### src/tpmbr_pkg.sv
// Shared types, constants and codes for the three-pool budget reserver.
// No dependencies; imported by every module of the block.
package tpmbr_pkg;

   localparam int BYTE_BITS = 48;
   localparam int CNT_BITS  = 17;
   localparam int LC_BITS   = 8;
   localparam int PF_BITS   = 16;
   localparam int WK_BITS   = 8;
   localparam int OP_BITS   = 2;
   localparam int STS_BITS  = 3;
   localparam int CSR_BITS  = 3;

   localparam logic [OP_BITS-1:0] OP_AUTO    = 2'd0;
   localparam logic [OP_BITS-1:0] OP_MANUAL  = 2'd1;
   localparam logic [OP_BITS-1:0] OP_RELEASE = 2'd2;

   localparam logic [STS_BITS-1:0] STS_OK           = 3'd0;
   localparam logic [STS_BITS-1:0] STS_ZERO_BATCH   = 3'd1;
   localparam logic [STS_BITS-1:0] STS_ZERO_WORKERS = 3'd2;
   localparam logic [STS_BITS-1:0] STS_ZERO_HOST    = 3'd3;
   localparam logic [STS_BITS-1:0] STS_ZERO_DEV     = 3'd4;
   localparam logic [STS_BITS-1:0] STS_HOST_SHORT   = 3'd5;
   localparam logic [STS_BITS-1:0] STS_DEV_SHORT    = 3'd6;
   localparam logic [STS_BITS-1:0] STS_OVERFLOW     = 3'd7;

   localparam logic [CSR_BITS-1:0] CSR_CACHE_CAP = 3'd0;
   localparam logic [CSR_BITS-1:0] CSR_HOST_CAP  = 3'd1;
   localparam logic [CSR_BITS-1:0] CSR_DEV_CAP   = 3'd2;
   localparam logic [CSR_BITS-1:0] CSR_LOADERS   = 3'd3;
   localparam logic [CSR_BITS-1:0] CSR_MAX_HOST  = 3'd4;
   localparam logic [CSR_BITS-1:0] CSR_MAX_DEV   = 3'd5;

   typedef enum logic [3:0] {
      CMD_NONE,
      CMD_LOAD,
      CMD_RELEASE,
      CMD_CACHE_DIV,
      CMD_HOST_DIV,
      CMD_HMIN_MUL,
      CMD_HPF_DIV,
      CMD_HB_MUL,
      CMD_DEV_DIV,
      CMD_DMIN_MUL,
      CMD_DPF_DIV,
      CMD_DB_MUL,
      CMD_COMMIT,
      CMD_PUBLISH
   } cmd_code_type;

   typedef struct packed {
      cmd_code_type code;
      logic         unit_start;
   } dp_cmd_type;

   typedef struct packed {
      logic [OP_BITS-1:0]  op;
      logic                use_dev;
      logic [STS_BITS-1:0] status;
      logic                step_done;
      logic                rsp_full;
   } dp_stat_type;

   typedef enum logic [2:0] {
      FSM_IDLE,
      FSM_DECODE,
      FSM_ISSUE,
      FSM_WAIT,
      FSM_COMMIT,
      FSM_DONE
   } fsm_state_type;

endpackage

### src/three_pool_memory_budget_reserver_core.sv
// Top level of the three-pool budget reserver: controller plus datapath.
// Depends on tpmbr_pkg, tpmbr_ctrl and tpmbr_dp.
//
// Keeps reserved byte totals for the decoded cache, host staging and device
// staging pools and answers each request with one result. One request is in
// work at a time; a new one is taken while the previous result still waits.
// The work is done by a restoring divider and a shift-add multiplier: an
// automatic reserve runs more unit steps than a manual one, and more again
// with device staging, while a release or a failed check uses neither unit.
// Configuration writes are always taken and must be made while idle.
module three_pool_memory_budget_reserver_core
   import tpmbr_pkg::*;
(
   input  logic                 clock,
   input  logic                 reset,
   input  logic                 req_valid,
   output logic                 req_ready,
   input  logic [OP_BITS-1:0]   req_op,
   input  logic [BYTE_BITS-1:0] req_batch_size,
   input  logic [WK_BITS-1:0]   req_workers,
   input  logic                 req_use_device,
   input  logic [BYTE_BITS-1:0] req_cache_amount,
   input  logic [PF_BITS-1:0]   req_host_prefetch_req,
   input  logic [PF_BITS-1:0]   req_device_prefetch_req,
   input  logic [BYTE_BITS-1:0] req_host_release,
   input  logic [BYTE_BITS-1:0] req_device_release,
   output logic                 rsp_valid,
   input  logic                 rsp_ready,
   output logic [STS_BITS-1:0]  rsp_status,
   output logic [BYTE_BITS-1:0] rsp_granted_cache,
   output logic [PF_BITS-1:0]   rsp_host_prefetch,
   output logic [PF_BITS-1:0]   rsp_device_prefetch,
   output logic [BYTE_BITS-1:0] rsp_host_bytes,
   output logic [BYTE_BITS-1:0] rsp_device_bytes,
   input  logic                 csr_valid,
   output logic                 csr_ready,
   input  logic [CSR_BITS-1:0]  csr_index,
   input  logic [BYTE_BITS-1:0] csr_wdata
);

   dp_cmd_type  cmd;
   dp_stat_type stat;

   assign csr_ready = 1'b1;

   tpmbr_ctrl u_ctrl (
      .clock     (clock),
      .reset     (reset),
      .req_valid (req_valid),
      .req_ready (req_ready),
      .stat      (stat),
      .cmd       (cmd)
   );

   tpmbr_dp u_dp (
      .clock                   (clock),
      .reset                   (reset),
      .cmd                     (cmd),
      .stat                    (stat),
      .req_op                  (req_op),
      .req_batch_size          (req_batch_size),
      .req_workers             (req_workers),
      .req_use_device          (req_use_device),
      .req_cache_amount        (req_cache_amount),
      .req_host_prefetch_req   (req_host_prefetch_req),
      .req_device_prefetch_req (req_device_prefetch_req),
      .req_host_release        (req_host_release),
      .req_device_release      (req_device_release),
      .csr_valid               (csr_valid),
      .csr_index               (csr_index),
      .csr_wdata               (csr_wdata),
      .rsp_ready               (rsp_ready),
      .rsp_valid               (rsp_valid),
      .rsp_status              (rsp_status),
      .rsp_granted_cache       (rsp_granted_cache),
      .rsp_host_prefetch       (rsp_host_prefetch),
      .rsp_device_prefetch     (rsp_device_prefetch),
      .rsp_host_bytes          (rsp_host_bytes),
      .rsp_device_bytes        (rsp_device_bytes)
   );

endmodule

### src/tpmbr_div.sv
// Restoring divider, one quotient bit per cycle.
// Depends on tpmbr_pkg.
module tpmbr_div
   import tpmbr_pkg::*;
(
   input  logic                 clock,
   input  logic                 reset,
   input  logic                 start,
   input  logic [BYTE_BITS-1:0] dividend,
   input  logic [BYTE_BITS-1:0] divisor,
   output logic [BYTE_BITS-1:0] quotient,
   output logic                 done
);

   localparam int CW = $clog2(BYTE_BITS);

   logic [BYTE_BITS-1:0] quo_ff, quo_in, rem_ff, rem_in, dvs_ff, dvs_in;
   logic [CW-1:0]        cnt_ff, cnt_in;
   logic                 busy_ff, busy_in, done_ff, done_in;
   logic [BYTE_BITS:0]   rem_shift, diff;
   logic                 ge;

   assign rem_shift = {rem_ff, quo_ff[BYTE_BITS-1]};
   assign diff      = rem_shift - {1'b0, dvs_ff};
   assign ge        = ~diff[BYTE_BITS];

   always_comb begin
      quo_in  = quo_ff;
      rem_in  = rem_ff;
      dvs_in  = dvs_ff;
      cnt_in  = cnt_ff;
      busy_in = busy_ff;
      done_in = 1'b0;
      if (start) begin
         quo_in  = dividend;
         rem_in  = '0;
         dvs_in  = divisor;
         cnt_in  = CW'(BYTE_BITS - 1);
         busy_in = 1'b1;
      end else if (busy_ff) begin
         quo_in = {quo_ff[BYTE_BITS-2:0], ge};
         rem_in = ge ? diff[BYTE_BITS-1:0] : rem_shift[BYTE_BITS-1:0];
         cnt_in = cnt_ff - 1'b1;
         if (cnt_ff == '0) begin
            busy_in = 1'b0;
            done_in = 1'b1;
         end
      end
   end

   always_ff @(posedge clock) begin
      quo_ff <= quo_in;
      rem_ff <= rem_in;
      dvs_ff <= dvs_in;
      cnt_ff <= cnt_in;
      if (reset) begin
         busy_ff <= 1'b0;
         done_ff <= 1'b0;
      end else begin
         busy_ff <= busy_in;
         done_ff <= done_in;
      end
   end

   assign quotient = quo_ff;
   assign done     = done_ff;

endmodule

### src/tpmbr_mul.sv
// Shift-add multiplier, batch count times byte size, one count bit per cycle.
// Depends on tpmbr_pkg.
module tpmbr_mul
   import tpmbr_pkg::*;
(
   input  logic                 clock,
   input  logic                 reset,
   input  logic                 start,
   input  logic [CNT_BITS-1:0]  count,
   input  logic [BYTE_BITS-1:0] mcand,
   output logic [BYTE_BITS-1:0] product,
   output logic                 overflow,
   output logic                 done
);

   localparam int PW = BYTE_BITS + CNT_BITS;
   localparam int CW = $clog2(CNT_BITS);

   logic [PW-1:0]        acc_ff, acc_in;
   logic [CNT_BITS-1:0]  cnt_sh_ff, cnt_sh_in;
   logic [BYTE_BITS-1:0] mc_ff, mc_in;
   logic [CW-1:0]        iter_ff, iter_in;
   logic                 busy_ff, busy_in, done_ff, done_in;

   always_comb begin
      acc_in    = acc_ff;
      cnt_sh_in = cnt_sh_ff;
      mc_in     = mc_ff;
      iter_in   = iter_ff;
      busy_in   = busy_ff;
      done_in   = 1'b0;
      if (start) begin
         acc_in    = '0;
         cnt_sh_in = count;
         mc_in     = mcand;
         iter_in   = CW'(CNT_BITS - 1);
         busy_in   = 1'b1;
      end else if (busy_ff) begin
         acc_in = {acc_ff[PW-2:0], 1'b0}
                  + (cnt_sh_ff[CNT_BITS-1] ? {{CNT_BITS{1'b0}}, mc_ff} : '0);
         cnt_sh_in = {cnt_sh_ff[CNT_BITS-2:0], 1'b0};
         iter_in   = iter_ff - 1'b1;
         if (iter_ff == '0) begin
            busy_in = 1'b0;
            done_in = 1'b1;
         end
      end
   end

   always_ff @(posedge clock) begin
      acc_ff    <= acc_in;
      cnt_sh_ff <= cnt_sh_in;
      mc_ff     <= mc_in;
      iter_ff   <= iter_in;
      if (reset) begin
         busy_ff <= 1'b0;
         done_ff <= 1'b0;
      end else begin
         busy_ff <= busy_in;
         done_ff <= done_in;
      end
   end

   assign product  = acc_ff[BYTE_BITS-1:0];
   assign overflow = |acc_ff[PW-1:BYTE_BITS];
   assign done     = done_ff;

endmodule

### src/tpmbr_dp.sv
// Datapath: configuration, pool totals, request latch, working grant and
// result register. Depends on tpmbr_pkg, tpmbr_div and tpmbr_mul.
module tpmbr_dp
   import tpmbr_pkg::*;
(
   input  logic                 clock,
   input  logic                 reset,
   input  dp_cmd_type           cmd,
   output dp_stat_type          stat,
   input  logic [OP_BITS-1:0]   req_op,
   input  logic [BYTE_BITS-1:0] req_batch_size,
   input  logic [WK_BITS-1:0]   req_workers,
   input  logic                 req_use_device,
   input  logic [BYTE_BITS-1:0] req_cache_amount,
   input  logic [PF_BITS-1:0]   req_host_prefetch_req,
   input  logic [PF_BITS-1:0]   req_device_prefetch_req,
   input  logic [BYTE_BITS-1:0] req_host_release,
   input  logic [BYTE_BITS-1:0] req_device_release,
   input  logic                 csr_valid,
   input  logic [CSR_BITS-1:0]  csr_index,
   input  logic [BYTE_BITS-1:0] csr_wdata,
   input  logic                 rsp_ready,
   output logic                 rsp_valid,
   output logic [STS_BITS-1:0]  rsp_status,
   output logic [BYTE_BITS-1:0] rsp_granted_cache,
   output logic [PF_BITS-1:0]   rsp_host_prefetch,
   output logic [PF_BITS-1:0]   rsp_device_prefetch,
   output logic [BYTE_BITS-1:0] rsp_host_bytes,
   output logic [BYTE_BITS-1:0] rsp_device_bytes
);

   function automatic logic [BYTE_BITS-1:0] left_of(input logic [BYTE_BITS-1:0] cap,
                                                    input logic [BYTE_BITS-1:0] used);
      return (used >= cap) ? '0 : cap - used;
   endfunction

   function automatic logic [BYTE_BITS-1:0] min_b(input logic [BYTE_BITS-1:0] a,
                                                  input logic [BYTE_BITS-1:0] b);
      return (a < b) ? a : b;
   endfunction

   function automatic logic [BYTE_BITS-1:0] sat_sub(input logic [BYTE_BITS-1:0] a,
                                                    input logic [BYTE_BITS-1:0] b);
      return (b > a) ? '0 : a - b;
   endfunction

   function automatic logic [BYTE_BITS-1:0] sat_add(input logic [BYTE_BITS-1:0] a,
                                                    input logic [BYTE_BITS-1:0] b);
      logic [BYTE_BITS:0] s;
      s = {1'b0, a} + {1'b0, b};
      return s[BYTE_BITS] ? '1 : s[BYTE_BITS-1:0];
   endfunction

   function automatic logic [PF_BITS-1:0] clamp_pf(input logic [BYTE_BITS-1:0] afford,
                                                   input logic [PF_BITS-1:0]   maxb);
      logic [PF_BITS-1:0]   maxe;
      logic [BYTE_BITS-1:0] m;
      maxe = (maxb == '0) ? PF_BITS'(1) : maxb;
      m    = min_b(afford, BYTE_BITS'(maxe));
      return (m == '0) ? PF_BITS'(1) : m[PF_BITS-1:0];
   endfunction

   // configuration and pool totals
   logic [BYTE_BITS-1:0] ccap_ff, ccap_in, hcap_ff, hcap_in, dcap_ff, dcap_in;
   logic [LC_BITS-1:0]   lc_ff, lc_in;
   logic [PF_BITS-1:0]   maxh_ff, maxh_in, maxd_ff, maxd_in;
   logic [BYTE_BITS-1:0] resc_ff, resc_in, resh_ff, resh_in, resd_ff, resd_in;
   // latched request
   logic [OP_BITS-1:0]   op_ff, op_in;
   logic [BYTE_BITS-1:0] batch_ff, batch_in, amt_ff, amt_in;
   logic [BYTE_BITS-1:0] hrel_ff, hrel_in, drel_ff, drel_in;
   logic [WK_BITS-1:0]   wk_ff, wk_in;
   logic                 dev_ff, dev_in;
   // working grant
   logic [STS_BITS-1:0]  sts_ff, sts_in;
   logic [BYTE_BITS-1:0] gc_ff, gc_in, hb_ff, hb_in, db_ff, db_in, bud_ff, bud_in;
   logic [PF_BITS-1:0]   hpf_ff, hpf_in, dpf_ff, dpf_in;
   cmd_code_type         step_ff, step_in;
   logic                 done_ff;
   // result register
   logic                 rv_ff, rv_in;
   logic [STS_BITS-1:0]  rsts_ff, rsts_in;
   logic [BYTE_BITS-1:0] rgc_ff, rgc_in, rhb_ff, rhb_in, rdb_ff, rdb_in;
   logic [PF_BITS-1:0]   rhpf_ff, rhpf_in, rdpf_ff, rdpf_in;

   logic [BYTE_BITS-1:0] rem_c, rem_h, rem_d, div_a, div_b, div_q, mul_p;
   logic [LC_BITS-1:0]   lc_eff;
   logic [CNT_BITS-1:0]  mul_n;
   logic                 div_start, mul_start, div_done, mul_done, mul_ovf, is_res;
   logic                 req_manual;
   logic [STS_BITS-1:0]  pre_sts;

   assign lc_eff = (lc_ff == '0) ? LC_BITS'(1) : lc_ff;
   assign rem_c  = left_of(ccap_ff, resc_ff);
   assign rem_h  = left_of(hcap_ff, resh_ff);
   assign rem_d  = left_of(dcap_ff, resd_ff);
   assign is_res = (op_ff == OP_AUTO) || (op_ff == OP_MANUAL);
   assign req_manual = (req_op == OP_MANUAL);

   always_comb begin
      if ((req_op != OP_AUTO) && (req_op != OP_MANUAL))  pre_sts = STS_OK;
      else if (req_batch_size == '0)                     pre_sts = STS_ZERO_BATCH;
      else if (req_workers == '0)                        pre_sts = STS_ZERO_WORKERS;
      else if (req_manual && req_host_prefetch_req == '0) pre_sts = STS_ZERO_HOST;
      else if (req_manual && req_use_device && req_device_prefetch_req == '0)
         pre_sts = STS_ZERO_DEV;
      else                                               pre_sts = STS_OK;
   end

   // unit operand selection
   always_comb begin
      case (cmd.code)
         CMD_CACHE_DIV: div_a = ccap_ff;
         CMD_HOST_DIV:  div_a = hcap_ff;
         CMD_DEV_DIV:   div_a = dcap_ff;
         default:       div_a = bud_ff;
      endcase
      case (cmd.code)
         CMD_CACHE_DIV, CMD_HOST_DIV, CMD_DEV_DIV: div_b = BYTE_BITS'(lc_eff);
         default:                                  div_b = batch_ff;
      endcase
      case (cmd.code)
         CMD_HMIN_MUL: mul_n = CNT_BITS'(wk_ff) + 1'b1;
         CMD_HB_MUL:   mul_n = CNT_BITS'(hpf_ff) + CNT_BITS'(wk_ff);
         CMD_DMIN_MUL: mul_n = CNT_BITS'(2);
         default:      mul_n = CNT_BITS'(dpf_ff) + 1'b1;
      endcase
      case (cmd.code)
         CMD_CACHE_DIV, CMD_HOST_DIV, CMD_HPF_DIV, CMD_DEV_DIV, CMD_DPF_DIV:
            div_start = cmd.unit_start;
         default: div_start = 1'b0;
      endcase
      case (cmd.code)
         CMD_HMIN_MUL, CMD_HB_MUL, CMD_DMIN_MUL, CMD_DB_MUL:
            mul_start = cmd.unit_start;
         default: mul_start = 1'b0;
      endcase
   end

   tpmbr_div u_div (
      .clock    (clock),
      .reset    (reset),
      .start    (div_start),
      .dividend (div_a),
      .divisor  (div_b),
      .quotient (div_q),
      .done     (div_done)
   );

   tpmbr_mul u_mul (
      .clock    (clock),
      .reset    (reset),
      .start    (mul_start),
      .count    (mul_n),
      .mcand    (batch_ff),
      .product  (mul_p),
      .overflow (mul_ovf),
      .done     (mul_done)
   );

   always_comb begin
      ccap_in = ccap_ff; hcap_in = hcap_ff; dcap_in = dcap_ff;
      lc_in = lc_ff; maxh_in = maxh_ff; maxd_in = maxd_ff;
      resc_in = resc_ff; resh_in = resh_ff; resd_in = resd_ff;
      op_in = op_ff; batch_in = batch_ff; amt_in = amt_ff;
      hrel_in = hrel_ff; drel_in = drel_ff; wk_in = wk_ff; dev_in = dev_ff;
      sts_in = sts_ff; gc_in = gc_ff; hb_in = hb_ff; db_in = db_ff; bud_in = bud_ff;
      hpf_in = hpf_ff; dpf_in = dpf_ff; step_in = step_ff;
      rv_in = rv_ff; rsts_in = rsts_ff; rgc_in = rgc_ff; rhb_in = rhb_ff;
      rdb_in = rdb_ff; rhpf_in = rhpf_ff; rdpf_in = rdpf_ff;

      if (csr_valid) begin
         case (csr_index)
            CSR_CACHE_CAP: ccap_in = csr_wdata;
            CSR_HOST_CAP:  hcap_in = csr_wdata;
            CSR_DEV_CAP:   dcap_in = csr_wdata;
            CSR_LOADERS:   lc_in   = csr_wdata[LC_BITS-1:0];
            CSR_MAX_HOST:  maxh_in = csr_wdata[PF_BITS-1:0];
            CSR_MAX_DEV:   maxd_in = csr_wdata[PF_BITS-1:0];
            default: ;
         endcase
      end

      if (cmd.unit_start) step_in = cmd.code;

      case (cmd.code)
         CMD_LOAD: begin
            op_in    = req_op;
            batch_in = req_batch_size;
            amt_in   = req_cache_amount;
            hrel_in  = req_host_release;
            drel_in  = req_device_release;
            wk_in    = req_workers;
            dev_in   = req_use_device;
            sts_in   = pre_sts;
            gc_in    = min_b(req_cache_amount, rem_c);
            hpf_in   = req_manual ? req_host_prefetch_req : '0;
            dpf_in   = (req_manual && req_use_device) ? req_device_prefetch_req : '0;
            hb_in    = '0;
            db_in    = '0;
         end
         CMD_RELEASE: begin
            resc_in = sat_sub(resc_ff, amt_ff);
            resh_in = sat_sub(resh_ff, hrel_ff);
            resd_in = sat_sub(resd_ff, drel_ff);
         end
         CMD_COMMIT: begin
            resc_in = sat_add(resc_ff, gc_ff);
            resh_in = sat_add(resh_ff, hb_ff);
            resd_in = sat_add(resd_ff, db_ff);
         end
         CMD_PUBLISH: begin
            rv_in   = 1'b1;
            rsts_in = sts_ff;
            if (is_res && sts_ff == STS_OK) begin
               rgc_in = gc_ff; rhpf_in = hpf_ff; rdpf_in = dpf_ff;
               rhb_in = hb_ff; rdb_in = db_ff;
            end else begin
               rgc_in = '0; rhpf_in = '0; rdpf_in = '0;
               rhb_in = '0; rdb_in = '0;
            end
         end
         default: ;
      endcase

      if (div_done || mul_done) begin
         case (step_ff)
            CMD_CACHE_DIV: gc_in  = min_b(div_q, rem_c);
            CMD_HOST_DIV:  bud_in = min_b(div_q, rem_h);
            CMD_DEV_DIV:   bud_in = min_b(div_q, rem_d);
            CMD_HPF_DIV:   hpf_in = clamp_pf(div_q - BYTE_BITS'(wk_ff), maxh_ff);
            CMD_DPF_DIV:   dpf_in = clamp_pf(div_q - BYTE_BITS'(1), maxd_ff);
            CMD_HMIN_MUL: begin
               if (mul_ovf)             sts_in = STS_OVERFLOW;
               else if (bud_ff < mul_p) sts_in = STS_HOST_SHORT;
            end
            CMD_DMIN_MUL: begin
               if (mul_ovf)             sts_in = STS_OVERFLOW;
               else if (bud_ff < mul_p) sts_in = STS_DEV_SHORT;
            end
            CMD_HB_MUL: begin
               if (mul_ovf)            sts_in = STS_OVERFLOW;
               else if (mul_p > rem_h) sts_in = STS_HOST_SHORT;
               else                    hb_in  = mul_p;
            end
            CMD_DB_MUL: begin
               if (mul_ovf)            sts_in = STS_OVERFLOW;
               else if (mul_p > rem_d) sts_in = STS_DEV_SHORT;
               else                    db_in  = mul_p;
            end
            default: ;
         endcase
      end

      if (rv_ff && rsp_ready) rv_in = 1'b0;
   end

   always_ff @(posedge clock) begin
      op_in_regs: begin
         op_ff <= op_in; batch_ff <= batch_in; amt_ff <= amt_in;
         hrel_ff <= hrel_in; drel_ff <= drel_in; wk_ff <= wk_in; dev_ff <= dev_in;
         gc_ff <= gc_in; hb_ff <= hb_in; db_ff <= db_in; bud_ff <= bud_in;
         hpf_ff <= hpf_in; dpf_ff <= dpf_in; step_ff <= step_in;
         rsts_ff <= rsts_in; rgc_ff <= rgc_in; rhb_ff <= rhb_in; rdb_ff <= rdb_in;
         rhpf_ff <= rhpf_in; rdpf_ff <= rdpf_in;
      end
      if (reset) begin
         ccap_ff <= '0; hcap_ff <= '0; dcap_ff <= '0;
         lc_ff <= LC_BITS'(1); maxh_ff <= PF_BITS'(1); maxd_ff <= PF_BITS'(1);
         resc_ff <= '0; resh_ff <= '0; resd_ff <= '0;
         sts_ff <= STS_OK;
         done_ff <= 1'b0;
         rv_ff <= 1'b0;
      end else begin
         ccap_ff <= ccap_in; hcap_ff <= hcap_in; dcap_ff <= dcap_in;
         lc_ff <= lc_in; maxh_ff <= maxh_in; maxd_ff <= maxd_in;
         resc_ff <= resc_in; resh_ff <= resh_in; resd_ff <= resd_in;
         sts_ff <= sts_in;
         done_ff <= div_done | mul_done;
         rv_ff <= rv_in;
      end
   end

   assign stat.op        = op_ff;
   assign stat.use_dev   = dev_ff;
   assign stat.status    = sts_ff;
   assign stat.step_done = done_ff;
   assign stat.rsp_full  = rv_ff;

   assign rsp_valid           = rv_ff;
   assign rsp_status          = rsts_ff;
   assign rsp_granted_cache   = rgc_ff;
   assign rsp_host_prefetch   = rhpf_ff;
   assign rsp_device_prefetch = rdpf_ff;
   assign rsp_host_bytes      = rhb_ff;
   assign rsp_device_bytes    = rdb_ff;

endmodule

### src/tpmbr_ctrl.sv
// Controller: sequences load, release, divide and multiply steps, commit and result.
// Depends on tpmbr_pkg.
module tpmbr_ctrl
   import tpmbr_pkg::*;
(
   input  logic        clock,
   input  logic        reset,
   input  logic        req_valid,
   output logic        req_ready,
   input  dp_stat_type stat,
   output dp_cmd_type  cmd
);

   fsm_state_type state_ff, state_in;
   cmd_code_type  step_ff, step_in, step_next;
   logic          is_auto;

   assign is_auto = (stat.op == OP_AUTO);

   always_comb begin
      case (step_ff)
         CMD_CACHE_DIV: step_next = CMD_HOST_DIV;
         CMD_HOST_DIV:  step_next = CMD_HMIN_MUL;
         CMD_HMIN_MUL:  step_next = CMD_HPF_DIV;
         CMD_HPF_DIV:   step_next = CMD_HB_MUL;
         CMD_HB_MUL: begin
            if (!stat.use_dev) step_next = CMD_COMMIT;
            else if (is_auto)  step_next = CMD_DEV_DIV;
            else               step_next = CMD_DB_MUL;
         end
         CMD_DEV_DIV:   step_next = CMD_DMIN_MUL;
         CMD_DMIN_MUL:  step_next = CMD_DPF_DIV;
         CMD_DPF_DIV:   step_next = CMD_DB_MUL;
         default:       step_next = CMD_COMMIT;
      endcase
   end

   always_comb begin
      state_in       = state_ff;
      step_in        = step_ff;
      req_ready      = 1'b0;
      cmd.code       = CMD_NONE;
      cmd.unit_start = 1'b0;
      case (state_ff)
         FSM_IDLE: begin
            req_ready = 1'b1;
            if (req_valid) begin
               cmd.code = CMD_LOAD;
               state_in = FSM_DECODE;
            end
         end
         FSM_DECODE: begin
            if (stat.op == OP_RELEASE) begin
               cmd.code = CMD_RELEASE;
               state_in = FSM_DONE;
            end else if (stat.op != OP_AUTO && stat.op != OP_MANUAL) begin
               state_in = FSM_DONE;
            end else if (stat.status != STS_OK) begin
               state_in = FSM_DONE;
            end else begin
               step_in  = is_auto ? CMD_CACHE_DIV : CMD_HB_MUL;
               state_in = FSM_ISSUE;
            end
         end
         FSM_ISSUE: begin
            cmd.code       = step_ff;
            cmd.unit_start = 1'b1;
            state_in       = FSM_WAIT;
         end
         FSM_WAIT: begin
            if (stat.step_done) begin
               if (stat.status != STS_OK) begin
                  state_in = FSM_DONE;
               end else if (step_next == CMD_COMMIT) begin
                  state_in = FSM_COMMIT;
               end else begin
                  step_in  = step_next;
                  state_in = FSM_ISSUE;
               end
            end
         end
         FSM_COMMIT: begin
            cmd.code = CMD_COMMIT;
            state_in = FSM_DONE;
         end
         FSM_DONE: begin
            if (!stat.rsp_full) begin
               cmd.code = CMD_PUBLISH;
               state_in = FSM_IDLE;
            end
         end
         default: state_in = FSM_IDLE;
      endcase
   end

   always_ff @(posedge clock) begin
      if (reset) begin
         state_ff <= FSM_IDLE;
         step_ff  <= CMD_NONE;
      end else begin
         state_ff <= state_in;
         step_ff  <= step_in;
      end
   end

endmodule

### config.mk
export PLATFORM = sky130hd
export DESIGN_NAME = three_pool_memory_budget_reserver_core
export DESIGN_NICKNAME = d
export VERILOG_FILES = /design/src/tpmbr_pkg.sv /design/src/three_pool_memory_budget_reserver_core.sv /design/src/tpmbr_div.sv /design/src/tpmbr_mul.sv /design/src/tpmbr_dp.sv /design/src/tpmbr_ctrl.sv
export SDC_FILE = /design/constraint.sdc
export NUM_CORES = 2
export LEC_CHECK = 0
export BUFFER_PORTS_ARGS = -buffer_cell sky130_fd_sc_hd__buf_2
export CORE_UTILIZATION = 55
export CTS_CLUSTER_SIZE = 28
export DETAILED_ROUTE_END_ITERATION = 10
export MAX_ROUTING_LAYER = met4
export PLACE_DENSITY_LB_ADDON = 0.08
export SYNTH_ARGS = -nofsm -noshare
export SYNTH_HDL_FRONTEND = slang
export SYNTH_SLANG_ARGS = --single-unit
### constraint.sdc
create_clock -name clock -period 17.4 [get_ports clock]
set_input_delay 1.74 -clock clock [delete_from_list [all_inputs] [get_ports clock]]
set_output_delay 1.74 -clock clock [all_outputs]
set_load 0.005 [all_outputs]
**Word-level counts from Yosys, hierarchy flattened**

Cells that the tools add are included.

- Register bits after elaboration: 1,239
- Input port bits: 291
- Output and inout port bits: 182
- Logic and storage cells: 292

- Add/sub/neg operators: 18
- Order comparisons: 15
- Equality and inequality tests: 54
- Muxes and demuxes: 106
- Bitwise logic cells: 4
- Reduce and logical (&&, ||, !) cells: 48

Operators with widths:

| operator | count |
|---|---|
| $mux W48 | 32 |
| $pmux W48 S2 | 4 |
| $sub A48 B48 Y48 | 6 |
| $gt A48 B48 Y1 | 5 |
| $lt A48 B48 Y1 | 5 |
| $mux W16 | 12 |
| $add A48 B48 Y49 | 3 |
| $ge A48 B48 Y1 | 3 |
| $logic_not A48 Y1 | 3 |
| $pmux W48 S3 | 1 |
| $lt A48 B16 Y1 | 2 |
| $mux W3 | 24 |
| $add A65 B65 Y65 | 1 |
| $logic_not A16 Y1 | 4 |
| $eq A4 B4 Y1 const B | 14 |
| $pmux W17 S3 | 1 |
| $sub A49 B48 Y49 | 1 |
| $eq A4 B3 Y1 const B | 12 |
| $sub A48 B1 Y48 const B | 1 |
| $sub A48 B8 Y48 | 1 |
| $mux W17 | 2 |
| $mux W4 | 8 |
| $pmux W4 S8 | 1 |
| $pmux W4 S5 | 1 |
| 39 further kinds | 98 |

**Logic depth before layout (Yosys ltp)**

- Depth in word-level cells: 13
- Mapped depth: 29
- Gate-level depth less buffers: 27

**Hierarchy**

From an unflattened synthesis, not the netlist that was laid out.

- Cells, all modules: 10,529
- Area total of the unflattened synthesis: 90,598.1 sq um

Modules (own cells, without submodules):

| module | instances | cells an instance | area an instance (sq um) | sequential area each (sq um) |
|---|---|---|---|---|
| tpmbr_dp | 1 | 8,626 | 72,512.0 | 23,222.3 |
| tpmbr_div | 1 | 909 | 8,917.3 | 4,003.8 |
| tpmbr_mul | 1 | 900 | 8,461.9 | 3,393.3 |
| tpmbr_ctrl | 1 | 92 | 695.7 | 140.1 |
| three_pool_memory_budget_reserver_core | 1 | 2 | 11.3 | 0.0 |

**Least setup slack after synthesis**

No wires, ideal clock.

- Path type: in2reg
- Start: input req_valid
- End: register u_dp.rdb_ff[0], in the netlist u_dp.rsp_device_bytes[0] (enable)
- Setup time: 0.722 ns
- Arrival time: 10.104 ns
- Required time: 16.678 ns
- Setup slack: 6.575 ns
- Stages: 4
- Buffers on the path: 0
- Cell sequence: mux2i_1 -> o32ai_1 -> o211ai_1 -> nor2_1

RTL lines:

| what | line | RTL |
|---|---|---|
| start: declaration | three_pool_memory_budget_reserver_core.sv:16 | `input logic req_valid,` |
| end signal: assignment | tpmbr_dp.sv:264 | `rsts_ff <= rsts_in; rgc_ff <= rgc_in; rhb_ff <= rhb_in; rdb_ff <= rdb_in;` |
| end: declaration | tpmbr_dp.sv:83 | `logic [BYTE_BITS-1:0] rgc_ff, rgc_in, rhb_ff, rhb_in, rdb_ff, rdb_in;` |

**Worst setup path after layout**

- Start: register u_dp.resd_ff[1]
- End: register u_dp.bud_ff[39], data pin

- Longest elaborated chain between the ends: 5
- Elaborated cells on any way between the ends: 6
- Those cells by class: add/sub (1); order compare (2); mux (3)

Ends and longest elaborated chain:

| what | line | RTL |
|---|---|---|
| start: declaration | tpmbr_dp.sv:67 | `logic [BYTE_BITS-1:0] resc_ff, resc_in, resh_ff, resh_in, resd_ff, resd_in;` |
| start signal: assignment | tpmbr_dp.sv:277 | `resc_ff <= resc_in; resh_ff <= resh_in; resd_ff <= resd_in;` |
| $sub A48 B48 Y48 or $ge A48 B48 Y1 (tied branches) | tpmbr_dp.sv:34 | `return (used >= cap) ? '0 : cap - used;` |
| $mux W48 (*) | tpmbr_dp.sv:34 |  |
| $lt A48 B48 Y1 | tpmbr_dp.sv:39 | `return (a < b) ? a : b;` |
| $mux W48 (*) | tpmbr_dp.sv:39 |  |
| $pmux W48 S2 (*) | tpmbr_dp.sv:227 | `case (step_ff)` |
| end signal: assignment | tpmbr_dp.sv:262 | `gc_ff <= gc_in; hb_ff <= hb_in; db_ff <= db_in; bud_ff <= bud_in;` |
| end: declaration | tpmbr_dp.sv:76 | `logic [BYTE_BITS-1:0] gc_ff, gc_in, hb_ff, hb_in, db_ff, db_in, bud_ff, bud_in;` |

Every way passes the cells marked *; elsewhere a longest branch is shown, timed or not.
A chain may end at the register's enable or synchronous reset.

==> results.md <==
* Global-route wire length before repair at 511.0 mm
* # IOs at 473
* CTS tree: done
* Yosys warns at 0
* Initial Util at roughly 56%
* Htree depth at 4
* RD Place Congestion at around 1.1
* MaxCap Viol Count at 0
* Least-Margin Pin Slew at 1.336 ns
* Std cell rows at 147
* GRT Max-Usage Layer: met2
* Pre-CTS setup slack at 9.426 ns
* Fillers at approximately 14000
* Die Wd at 405.5 um
* Mean Syn Cell Area at around 8.5 sq um
* Setup Skew at 0.03120 ns
* CTS clk-pin slew, worst paths at 0.06 ns
* Post-cts resize count at 0
* Internal power at 7945 uW
* Critical Path Source Type: flip-flop
* Crit. End Element: flip-flop
* Final worst setup slack at 9.325 ns
* Layout Area Growth over Synthesis at 10.18%
* Switch Pwr at 6304 uW
* Status: completed
* Initial antenna violation count at 34
* Async SR Flop Fraction at 0%
* Setup TNS at 0 ns
* Slew HR at 9.967%
* Syn Nets at ~12000
* # setup viols final at 0
* Post-CTS Setup Inserts at 0
* Crit Path Class: reg2reg
* Most used cell, CP: a21oi_1
* DRC errors left at 0
* Clock Tree Root: clkbuf_16
* FF+latch count, synth at 1239
* Pre-Repair DR Iteration Count at 9
* Vias in the first global route at 80320
* CTS sink cnt at 1239
* Antenna-violating nets left at 0
* Multi-input gate area at 54550 sq um
* Worst hold slack at 0.4445 ns
* Routed WL at approximately 350 mm
* Switching Share at between 40 and 50%
* Sequential area share after synthesis at between 30% and 40%
* Clock period minus worst slack at 8.075 ns
* Core Footprint at 161100 sq um
* Clock Path Buffers at 3
* Final period utilization at between 40 and 50%
* Share of layout cells above drive strength 1 at 8.486%
* TritonCTS buffer count at 140
* GRT Util Overall at 42.63%
* Post-synth EDFFs at 595
* Power share of the clock group at between 20 and 25%
* Critical path data arrival time at 8.61 ns
* Worst-path fanout max at 25
* Max Fclk at 123.8 MHz
* Most used DFF post-synth: dfxtp_1
* Max Slew Vio Count at 0
* Clk_lat worst skew at about 0.83 ns
* RSZ-0062 raised after global routing: false
* Nets at 11990
* Combinational Power Share at roughly 48%
* WP data required at 17.93 ns
* Largest net degree at the start of global routing at 138
* Final hold vios at 0
* DR vias/cell at 6.585
* Sequential cell area at 30760 sq um
* VDD IR max at 0.1479 mV
* Hold_buf cts at 0
* I/O Buffers at 471
* M1 GR Usage at 54.88%
* Flop pwr share at 29.8%
* Vias at 86100
* WL per Instance at 26.86 um
* GRT overflow at 0
* Die H at 405.5 um
* Slowest stage delay, CP at 0.83 ns
* DPL Wire Length at 275.4 mm
* Hold crit path type: reg2reg
* Cell variety after synth at 97
* Synthesized netlist cell count at 10560
* Cell Area, Synth at 89550 sq um
* Slowest CP cell: nor4_1
* Met3 Use GR at around 9.0%
* Die area at 164400 sq um
* Leakage at 0.04216 uW
* DR iter-0 viols at approximately 11000
* PwrDens at 144.4 nW/um^2
* GR Layer Usage met2 at 63.45%
[final timing paths]
check / slack [ns] / to / start / cells past startpoint
min: 0.44 / u_dp.u_mul.mc_ff[13] / u_dp.batch_ff[13] / 0
min reg2reg: 0.44 / u_dp.u_mul.mc_ff[13] / u_dp.batch_ff[13] / 0
max: 9.32 / u_dp.bud_ff[39] / u_dp.resd_ff[1] / 27
max reg2reg: 9.32 / u_dp.bud_ff[39] / u_dp.resd_ff[1] / 27
[metrics by stage]
stage,total power [uW],cells,utilization (%),instance area (sq um)
5_1_grt,14940,13070,61.23,98650
3_3_place_gp,10670,12790,58.14,93680
2_1_floorplan,8639,10560,-,89550
6_report,14250,13080,61.24,98660
4_1_cts,14040,13050,61.20,98600
3_5_place_dp,10830,12790,58.14,93680
[critical path: cells and delay by family, from the launching register on]
family	cells	cell delay, ns
compound gates	10	2.38
fa+ha+maj	2	0.66
buf+inv	4	1.09
flops	1	0.45
mux	1	0.39
simple gates	10	2.78
[sequential cells by signal, summed over array words and instances (netlist names), 17 cells and up]
signal	flops
u_dp.rsp_host_bytes	48
u_dp.ccap_ff	48
u_dp.resd_ff	48
u_dp.db_ff	48
u_dp.u_div.dvs_ff	48
u_dp.hcap_ff	48
u_dp.hrel_ff	48
u_dp.rsp_granted_cache	48
u_dp.amt_ff	48
u_dp.bud_ff	48
u_dp.rsp_device_bytes	48
u_dp.resh_ff	48
u_dp.u_mul.acc_ff	65
u_dp.drel_ff	48
u_dp.u_div.quotient	48
u_dp.u_div.rem_ff	48
u_dp.batch_ff	48
u_dp.u_mul.mc_ff	48
u_dp.gc_ff	48
u_dp.dcap_ff	48
u_dp.resc_ff	48
u_dp.hb_ff	48
u_dp.u_mul.cnt_sh_ff	17
[layer usage]
layer / part of all wire [%] / up-vias
li1: - / 39090
met1: 40 / 41020
met2: 43 / 5073
met3: 11 / 912
met4: 5.6 / 0
met5: 0 / -
[cell usage in the layout, fill, tap and decap left out, drive strengths merged, types with 78 or more instances in the layout]
cell type,count
a211oi,131
nand3,323
dfxtp,644
nor2b,104
nand4,154
nand2,1233
buf,582
o21a,114
inv,655
a22oi,115
mux2i,97
nor3,149
xnor2,360
edfxtp,595
a31oi,210
nor2,578
clkbuf,184
ha,911
and2,313
o21bai,78
a21oi,919
o21ai,672
xor2,178
a21o,426
nor4,86
and3,110
nand2b,88
[synth_stat cells, types with 23 or more instances]
| cell | n | area (sq um) |
|---|---|---|
| nor2b_1 | 104 | 650.6 |
| o21ai_0 | 664 | 3323 |
| o211ai_1 | 55 | 412.9 |
| or3_1 | 47 | 294.0 |
| a211oi_1 | 131 | 983.4 |
| o21bai_1 | 78 | 585.6 |
| o211a_1 | 25 | 250.2 |
| o31ai_1 | 41 | 307.8 |
| a21boi_0 | 25 | 187.7 |
| mux2i_1 | 97 | 970.9 |
| a2111oi_0 | 32 | 280.3 |
| nand3_1 | 323 | 1617 |
| a21oi_1 | 918 | 4594 |
| nand2b_1 | 88 | 550.5 |
| a211o_1 | 27 | 236.5 |
| a222oi_1 | 56 | 560.5 |
| a221oi_1 | 41 | 359.1 |
| and3_1 | 110 | 688.2 |
| buf_2 | 27 | 135.1 |
| and4_1 | 27 | 236.5 |
| nand3b_1 | 31 | 232.7 |
| and2_1 | 312 | 1952 |
| o22ai_1 | 49 | 306.5 |
| dfxtp_1 | 644 | 12890 |
| buf_1 | 42 | 157.7 |
| o21a_1 | 114 | 855.8 |
| xor2_1 | 178 | 1559 |
| a41oi_1 | 23 | 201.4 |
| a22oi_1 | 115 | 863.3 |
| nor4_1 | 81 | 506.7 |
| or2_2 | 25 | 156.4 |
| nand2_1 | 1232 | 4624 |
| edfxtp_1 | 595 | 17870 |
| ha_1 | 911 | 11400 |
| a21o_1 | 426 | 3198 |
| nand4_1 | 153 | 957.2 |
| clkbuf_1 | 434 | 1629 |
| xnor2_1 | 360 | 3153 |
| nor3_1 | 149 | 745.7 |
| inv_1 | 646 | 2425 |
| a31oi_1 | 210 | 1314 |
| nor2_1 | 578 | 2170 |
[final cells by class]
class,count,share of cell area [%]
Sequential cell,1239,31.18
Tap cell,2160,2.739
Inverter,650,2.484
Clock inverter,76,1.046
Multi-Input combinational cell,8157,55.29
Clock buffer,184,3.938
Timing Repair Buffer,582,3.257
Antenna cell,27,0.06848
[power by group through the flow]
| stage | clock [uW] | combinational [uW] | sequential (uW) |
|---|---|---|---|
| finish | 3190 | 6810 | 4240 |
| global route | 3320 | 7370 | 4250 |
| CTS | 3210 | 6620 | 4210 |
| detailed placement | 0 | 6570 | 4260 |
| global placement | 0 | 6420 | 4250 |
| floorplan | 0 | 4640 | 4000 |
[kinds of logic after synthesis]
group	Yosys count	share of synthesized area [%]
simple gates	3340	17.97
flops	1239	34.35
other cells	1	0.004188
compound gates	3248	23.26
buf+inv	1159	4.934
fa+ha+maj	924	13.02
xor+xnor	538	5.262
mux	106	1.197
Note: power is estimated with default switching activity, not from simulation.
